$ cat src/design/bpfi_pkg.sv
// Package for the ball position block: formats, latencies, tables and rounding helpers.
package bpfi_pkg;

    // Number of CORDIC rotations, one pipeline stage each (at most 25, the size of the arctangent table).
    localparam int CORDIC_STEPS = 16;

    // Word widths.
    localparam int ANG_W   = 33;              // bearing and half angle, signed Q.30
    localparam int Z_W     = 34;              // CORDIC residual angle
    localparam int XY_W    = 33;              // CORDIC vector, signed Q.30
    localparam int NUM_W   = 50;              // radius times cosine
    localparam int DIV_QBITS = 31;            // quotient bits below the saturation limit
    localparam int PROD_W  = 65;              // Q16.16 times Q.30 product

    // Latencies in cycles.
    localparam int CORDIC_LAT = CORDIC_STEPS + 2;
    localparam int DIV_LAT    = DIV_QBITS + 3;
    localparam int TOTAL_LAT  = CORDIC_LAT + DIV_LAT + 5;

    localparam logic signed [XY_W-1:0] CORDIC_GAIN = XY_W'(652032874);
    localparam logic signed [Z_W-1:0]  PI_Q30      = Z_W'(64'd3373259426);
    localparam logic signed [Z_W-1:0]  HALF_PI_Q30 = Z_W'(64'd1686629713);
    localparam logic [31:0]            RANGE_MAX   = 32'h7FFF_FFFF;

    // Register indexes of the configuration port.
    typedef enum logic [1:0] {
        CFG_HFOV   = 2'd0,
        CFG_VFOV   = 2'd1,
        CFG_RADIUS = 2'd2,
        CFG_SPARE  = 2'd3
    } cfg_idx_t;

    // Range from the divider with its saturation flag.
    typedef struct packed {
        logic [31:0] range_val;
        logic        ovf;
    } range_t;

    // Arctangent of 2^-i in Q.30, truncated.
    function automatic logic signed [Z_W-1:0] atan_q30(input int i);
        logic [31:0] v;
        unique case (i)
            0:  v = 32'h3243F6A8;
            1:  v = 32'h1DAC6705;
            2:  v = 32'h0FADBAFC;
            3:  v = 32'h07F56EA6;
            4:  v = 32'h03FEAB76;
            5:  v = 32'h01FFD55B;
            6:  v = 32'h00FFFAAA;
            7:  v = 32'h007FFF55;
            8:  v = 32'h003FFFEA;
            9:  v = 32'h001FFFFD;
            10: v = 32'h000FFFFF;
            11: v = 32'h0007FFFF;
            12: v = 32'h0003FFFF;
            13: v = 32'h0001FFFF;
            14: v = 32'h0000FFFF;
            15: v = 32'h00007FFF;
            16: v = 32'h00003FFF;
            17: v = 32'h00001FFF;
            18: v = 32'h00000FFF;
            19: v = 32'h000007FF;
            20: v = 32'h000003FF;
            21: v = 32'h000001FF;
            22: v = 32'h000000FF;
            23: v = 32'h0000007F;
            24: v = 32'h0000003F;
            default: v = 32'h0;
        endcase
        return $signed({{(Z_W-32){1'b0}}, v});
    endfunction

    // Round a Q.30 product to nearest (ties upward) and clamp to 32 bits.
    function automatic logic [31:0] round_q30(input logic signed [PROD_W-1:0] p);
        logic signed [PROD_W-1:0] t;
        t = (p + (PROD_W'(1) <<< 29)) >>> 30;
        if (t > $signed({{(PROD_W-32){1'b0}}, 32'h7FFF_FFFF})) begin
            return 32'h7FFF_FFFF;
        end else if (t < $signed({{(PROD_W-32){1'b1}}, 32'h8000_0000})) begin
            return 32'h8000_0000;
        end else begin
            return t[31:0];
        end
    endfunction

endpackage

$ cat src/design/bpfi_cordic.sv
// Pipelined CORDIC giving the cosine and sine of a Q.30 angle.
module bpfi_cordic (
    input  logic                           aclk,
    input  logic                           en,
    input  logic signed [bpfi_pkg::ANG_W-1:0] angle,
    output logic signed [bpfi_pkg::XY_W-1:0]  cos_out,
    output logic signed [bpfi_pkg::XY_W-1:0]  sin_out
);
    import bpfi_pkg::*;

    logic signed [XY_W-1:0] x_reg [CORDIC_STEPS+1];
    logic signed [XY_W-1:0] y_reg [CORDIC_STEPS+1];
    logic signed [Z_W-1:0]  z_reg [CORDIC_STEPS+1];
    logic                   flip_reg [CORDIC_STEPS+1];
    logic signed [XY_W-1:0] cos_reg;
    logic signed [XY_W-1:0] sin_reg;
    logic signed [Z_W-1:0]  a_ext;
    logic signed [Z_W-1:0]  z_next;
    logic                   flip_next;

    // Fold angles beyond a quarter turn back by half a turn.
    always_comb begin
        a_ext = {angle[ANG_W-1], angle};
        if (a_ext > HALF_PI_Q30) begin
            z_next    = a_ext - PI_Q30;
            flip_next = 1'b1;
        end else if (a_ext < -HALF_PI_Q30) begin
            z_next    = a_ext + PI_Q30;
            flip_next = 1'b1;
        end else begin
            z_next    = a_ext;
            flip_next = 1'b0;
        end
    end

    // One rotation per stage; a zero residual counts as positive.
    always_ff @(posedge aclk) begin
        if (en) begin
            x_reg[0]    <= CORDIC_GAIN;
            y_reg[0]    <= '0;
            z_reg[0]    <= z_next;
            flip_reg[0] <= flip_next;
            for (int k = 0; k < CORDIC_STEPS; k++) begin
                flip_reg[k+1] <= flip_reg[k];
                if (!z_reg[k][Z_W-1]) begin
                    x_reg[k+1] <= x_reg[k] - (y_reg[k] >>> k);
                    y_reg[k+1] <= y_reg[k] + (x_reg[k] >>> k);
                    z_reg[k+1] <= z_reg[k] - atan_q30(k);
                end else begin
                    x_reg[k+1] <= x_reg[k] + (y_reg[k] >>> k);
                    y_reg[k+1] <= y_reg[k] - (x_reg[k] >>> k);
                    z_reg[k+1] <= z_reg[k] + atan_q30(k);
                end
            end
            cos_reg <= flip_reg[CORDIC_STEPS] ? -x_reg[CORDIC_STEPS] : x_reg[CORDIC_STEPS];
            sin_reg <= flip_reg[CORDIC_STEPS] ? -y_reg[CORDIC_STEPS] : y_reg[CORDIC_STEPS];
        end
    end

    assign cos_out = cos_reg;
    assign sin_out = sin_reg;

endmodule

$ cat config.mk
export PLATFORM = sky130hd
export DESIGN_NAME = bpfi_cordic
export DESIGN_NICKNAME = d
export VERILOG_FILES = /design/src/design/bpfi_pkg.sv /design/src/design/bpfi_cordic.sv
export SDC_FILE = /design/constraint.sdc
export NUM_CORES = 2
export LEC_CHECK = 0
export ABC_CLOCK_PERIOD_IN_PS = 13570
export BUFFER_PORTS_ARGS = -buffer_cell sky130_fd_sc_hd__buf_2
export CORE_ASPECT_RATIO = 0.75
export CORE_MARGIN = 1
export CORE_UTILIZATION = 44
export CTS_BUF_LIST = sky130_fd_sc_hd__clkbuf_4 sky130_fd_sc_hd__clkbuf_8 sky130_fd_sc_hd__clkbuf_16
export CTS_CLUSTER_SIZE = 12
export DETAILED_ROUTE_END_ITERATION = 10
export PLACE_DENSITY = 0.59
export SETUP_SLACK_MARGIN = 0.5
export SYNTH_ARGS = -nofsm -noshare
export SYNTH_HDL_FRONTEND = slang
export SYNTH_SLANG_ARGS = --single-unit
$ cat constraint.sdc
create_clock -name aclk -period 13.57 [get_ports aclk]
set_clock_uncertainty 0.15 [all_clocks]
set_input_delay 2.714 -clock aclk [delete_from_list [all_inputs] [get_ports aclk]]
set_output_delay 2.714 -clock aclk [all_outputs]
set_load 0.01 [all_outputs]
-- Word level (Yosys, flattened, before mapping)
Memory sizes are Yosys's and may differ from the RTL's.
Cells that the tools add are included.
- flip-flop bits (word level): 66
- memory bits (writable): 1717
- input port bits: 35
- word-level logic and storage cells: 371
- memories: 4
- memory list (memory ; depth ; width ; rd ports ; clocked after memory_dff ; write ports ; line ; RTL):
    z_reg ; 17 ; 34 ; 16 ; 0 ; 17 ; bpfi_cordic.sv:13 ; logic signed [Z_W-1:0] z_reg [CORDIC_STEPS+1];
    x_reg ; 17 ; 33 ; 17 ; 0 ; 17 ; bpfi_cordic.sv:11 ; logic signed [XY_W-1:0] x_reg [CORDIC_STEPS+1];
    y_reg ; 17 ; 33 ; 17 ; 0 ; 17 ; bpfi_cordic.sv:12 ; logic signed [XY_W-1:0] y_reg [CORDIC_STEPS+1];
    flip_reg ; 17 ; 1 ; 17 ; 0 ; 17 ; bpfi_cordic.sv:14 ; logic flip_reg [CORDIC_STEPS+1];
- add/sub/neg operators: 99
- magnitude comparators: 2
- muxes and demuxes: 216
- bitwise logic cells: 48
- operators by type and width (kind ; number):
    2-to-1 mux 32 bit ; 64
    2-to-1 mux 33 bit ; 34
    2-to-1 mux 34 bit ; 18
    adder 34 x 33 -> 34 bit ; 16
    subtractor 34 x 33 -> 34 bit ; 16
    2-to-1 mux 1 bit ; 100
    adder 33 x 18 -> 33 bit ; 2
    adder 33 x 19 -> 33 bit ; 2
    adder 33 x 20 -> 33 bit ; 2
    adder 33 x 21 -> 33 bit ; 2
    adder 33 x 22 -> 33 bit ; 2
    adder 33 x 23 -> 33 bit ; 2
    adder 33 x 24 -> 33 bit ; 2
    adder 33 x 25 -> 33 bit ; 2
    adder 33 x 26 -> 33 bit ; 2
    adder 33 x 27 -> 33 bit ; 2
    adder 33 x 28 -> 33 bit ; 2
    adder 33 x 29 -> 33 bit ; 2
    adder 33 x 30 -> 33 bit ; 2
    adder 33 x 31 -> 33 bit ; 2
    adder 33 x 32 -> 33 bit ; 2
    negator 33 bit ; 2
    subtractor 33 x 18 -> 33 bit ; 2
    subtractor 33 x 19 -> 33 bit ; 2
    other kinds (20) ; 81

-- Logic depth before layout (Yosys ltp)
- word-level depth: 4
- mapped depth: 20
- mapped depth without buffers: 20

-- Least setup slack after synthesis
No wires, ideal clock.
- path type: input to register
- start point: in en
- end point: mem y_reg[7][18] (data pin)
- arrival time: 7.552 ns
- slack: 5.610 ns
- stages: 20
- buffers on the path: 4
- cells stage by stage: clkbuf_1 clkbuf_1 nand2_1 inv_1 clkbuf_1 clkbuf_1 nor2_1 xnor2_1 ha_1 a21o_1 a211o_1 a21oi_1 o21bai_1 a2111o_1 a221oi_1 o31ai_1 or4_1 a31o_2 a21oi_1 xnor2_1
- RTL lines (element ; line ; RTL):
    start: declaration ; bpfi_cordic.sv:4 ; input logic en,
    end: declaration ; bpfi_cordic.sv:12 ;

==> summary.txt <==
Outcome
  • Status: finished clean

STA
  • Final Critical Period: 8.434 ns
  • Setup violators final: 0
  • Fin. max-slew vios: 0
  • RSZ-0062 raised after global routing: false
  • Worst slew margin: 14.49%
  • Setup TNS: 0 ns
  • Fmax achieved: 118.6 MHz
  • Worst-Margin Slew: 1.283 ns
  • Final worst-path cycle share: 62.15%
  • Final Hold Fails: 0

Die
  • Die Wd: 624.6 um
  • Full die area: 0.2929 mm^2
  • Rows: 171
  • # IOs: 101
  • Core Region: 0.2893 mm^2
  • Initial Util: 44.22%
  • Die span in y: 468.9 um

Logic synthesis
  • Gate Count Post-Synth: 13118
  • Cell Area, Synth: 0.1279 mm^2
  • Avg Cell Area, Syn: 9.750 um^2
  • Top cell type's share of synthesized area: 36.63%
  • Ys async rst share: 0%
  • Yosys reg bits: 1560
  • Sequential area share after synthesis: 36.63%
  • EDFF count, synth: 1560
  • Synth top area cells: edfxtp_1, ha_1, xnor2_1
  • Top post-synthesis cells by count: edfxtp_1, ha_1, a21oi_1
  • YS warnings: 0
  • Syn Nets: 14615
  • Count leader, synth: edfxtp_1
  • Area leader, netlist: edfxtp_1
  • Yosys cell types: 85
  • Synth Flop Type: edfxtp_1

Global routing
  • Initial antenna violation count: 4
  • First-pass GRT wire length: 545.4 mm
  • GRT Resource Usage Total: 23.15%
  • Largest net degree at the start of global routing: 180
  • Grt ovf: 0
  • Vias in the first global route: 95103

Detailed routing
  • Drt wl/cell: 20.26 um
  • ANT nets after route: 0
  • Via count: 100711
  • First DRT Iteration DRCs: 8334
  • DRC: 0
  • Routed wire length: 349.6 mm
  • Vias per Instance: 5.836
  • TritonRoute pass-1 iters: 5

Finish
  • Total Nets Final: 14750
  • Largest register FFs: 511
  • Layout cells sized above 1: 4.295%
  • Layout area overhead: 8.279%

Clock network
  • Clock Pin Slew Worst Setup and Hold Paths: 0.06 ns
  • CTS sink cnt: 1560
  • Clock Path Buffers: 4
  • CTS tree: done
  • CTS Hold Bufs: 0
  • CTS buffer count: 180
  • Post-cts gate resize count: 0
  • H-tree depth: 4
  • Clock Latency Late Sink: 0.85 ns
  • Clock root cell: clkbuf_16
  • Post-CTS Setup Repair Bufs: 0

Critical path
  • Worst Setup SP: en
  • Req. time, crit path: 13.99 ns
  • Crit path arrival time: 8.85 ns
  • Reg2reg setup slack: 6.97 ns
  • R2r startpoint: z_reg[5][33]
  • Critical R2R Capture: x_reg[6][29]
  • Worst setup endpoint: x_reg[6][29]
  • Worst Setup End Kind: flop
  • Reg2reg path depth: 17
  • Maximum fanout along the worst path: 77
  • CP Class: input port to flop
  • Startpoint Class: input port

Place
  • Post-DP HPWL: 275.2 mm
  • Gpl congestion: 0.9257
  • PortBufs: 100

Hold path
  • Tightest Hold Check Type: flop to flop

Flow run
  • Max-cap violations: 0
[layout by cell type, fill, tap and decap left out, types with 79 or more instances in the layout]
master / count
nor3_1: 303
nor2_1: 942
nand2b_1: 220
buf_2: 99
nor2b_1: 170
clkbuf_16: 184
a21oi_1: 1357
xnor2_1: 1238
nand2_1: 755
nand4_1: 79
and3_1: 113
o31ai_1: 156
xor2_1: 662
o21bai_1: 202
o21ai_0: 726
nand3_1: 198
edfxtp_1: 1560
a31oi_1: 123
ha_1: 1418
a211oi_1: 118
inv_1: 518
o21a_1: 186
a21o_1: 713
nor4_1: 98
[worst min path at each step]
stage | start | endpoint | slack [ns] | depth (start not counted)
after global routing | flip_reg[12] | flip_reg[13] | 0.26 | 0
final | flip_reg[12] | flip_reg[13] | 0.26 | 0
after detailed placement | flip_reg[7] | flip_reg[8] | 0.26 | 0
after floorplan | flip_reg[9] | flip_reg[10] | 0.25 | 0
after global placement | flip_reg[14] | flip_reg[15] | 0.25 | 0
after CTS | flip_reg[12] | flip_reg[13] | 0.26 | 0
[area by class of cell]
| class | count | area, um^2 |
|---|---|---|
| Sequential cell | 1560 | 46840 |
| Antenna cell | 3 | 7.507 |
| Fill cell | 26753 | 150800 |
| Multi-Input combinational cell | 10816 | 78280 |
| Inverter | 532 | 1997 |
| Clock inverter | 83 | 684.4 |
| Tap cell | 3892 | 4870 |
| Clock buffer | 209 | 4792 |
| Timing Repair Buffer | 163 | 1013 |
[layer usage]
layer  global-route usage (%)  share of wire (%)  vias up
li1                         -                  -    49272
met3                    2.832                5.4      417
met2                    36.49                 44     2588
met4                    4.930                2.1        0
met5                        0                  0        -
met1                    33.97                 49    48434
[stage by stage]
stage	instances	instance area (um^2)	worst slack, ns	util [%]	hold slack (ns)
2_1_floorplan	13118	127900	5.610	-	0.2503
3_3_place_gp	16963	133000	4.459	45.98	0.2519
3_5_place_dp	16963	133000	4.436	45.98	0.2557
4_1_cts	17255	138500	5.339	47.87	0.2600
5_1_grt	17257	138500	4.666	47.87	0.2649
6_report	17258	138500	5.136	47.88	0.2579
[cell families (layout without fill, tap and decap cells)]
group | Yosys count | after routing | synth area share, %
AOI/OAI and AO/OA | 4113 | 4113 | 20.48
muxes | 100 | 100 | 0.8149
buffers and inverters | 742 | 987 | 2.179
DFF | 1560 | 1560 | 36.63
and+or+nand+nor | 3240 | 3240 | 12.31
other | 0 | 3 | 0
adders and majority gates | 1462 | 1462 | 14.56
xor gates and xnor gates | 1901 | 1901 | 13.03
[worst max-delay path, cell delays in order]
cell	delay, ns
buf_12	0.15
nand2_1	0.15
buf_4	0.45
clkinv_1	0.77
buf_4	0.50
nor2_1	0.16
xor2_1	0.18
ha_1	0.29
nor2b_1	0.17
a31o_2	0.26
o41ai_1	0.74
o41ai_1	0.26
a31oi_1	0.40
o31ai_1	0.20
a2111oi_0	0.67
o311ai_0	0.24
a21oi_1	0.23
xnor2_1	0.09
Power is left out: the tool's default activity adds up to more than one toggle a clock period on the data nets, which glitch-free logic cannot reach.
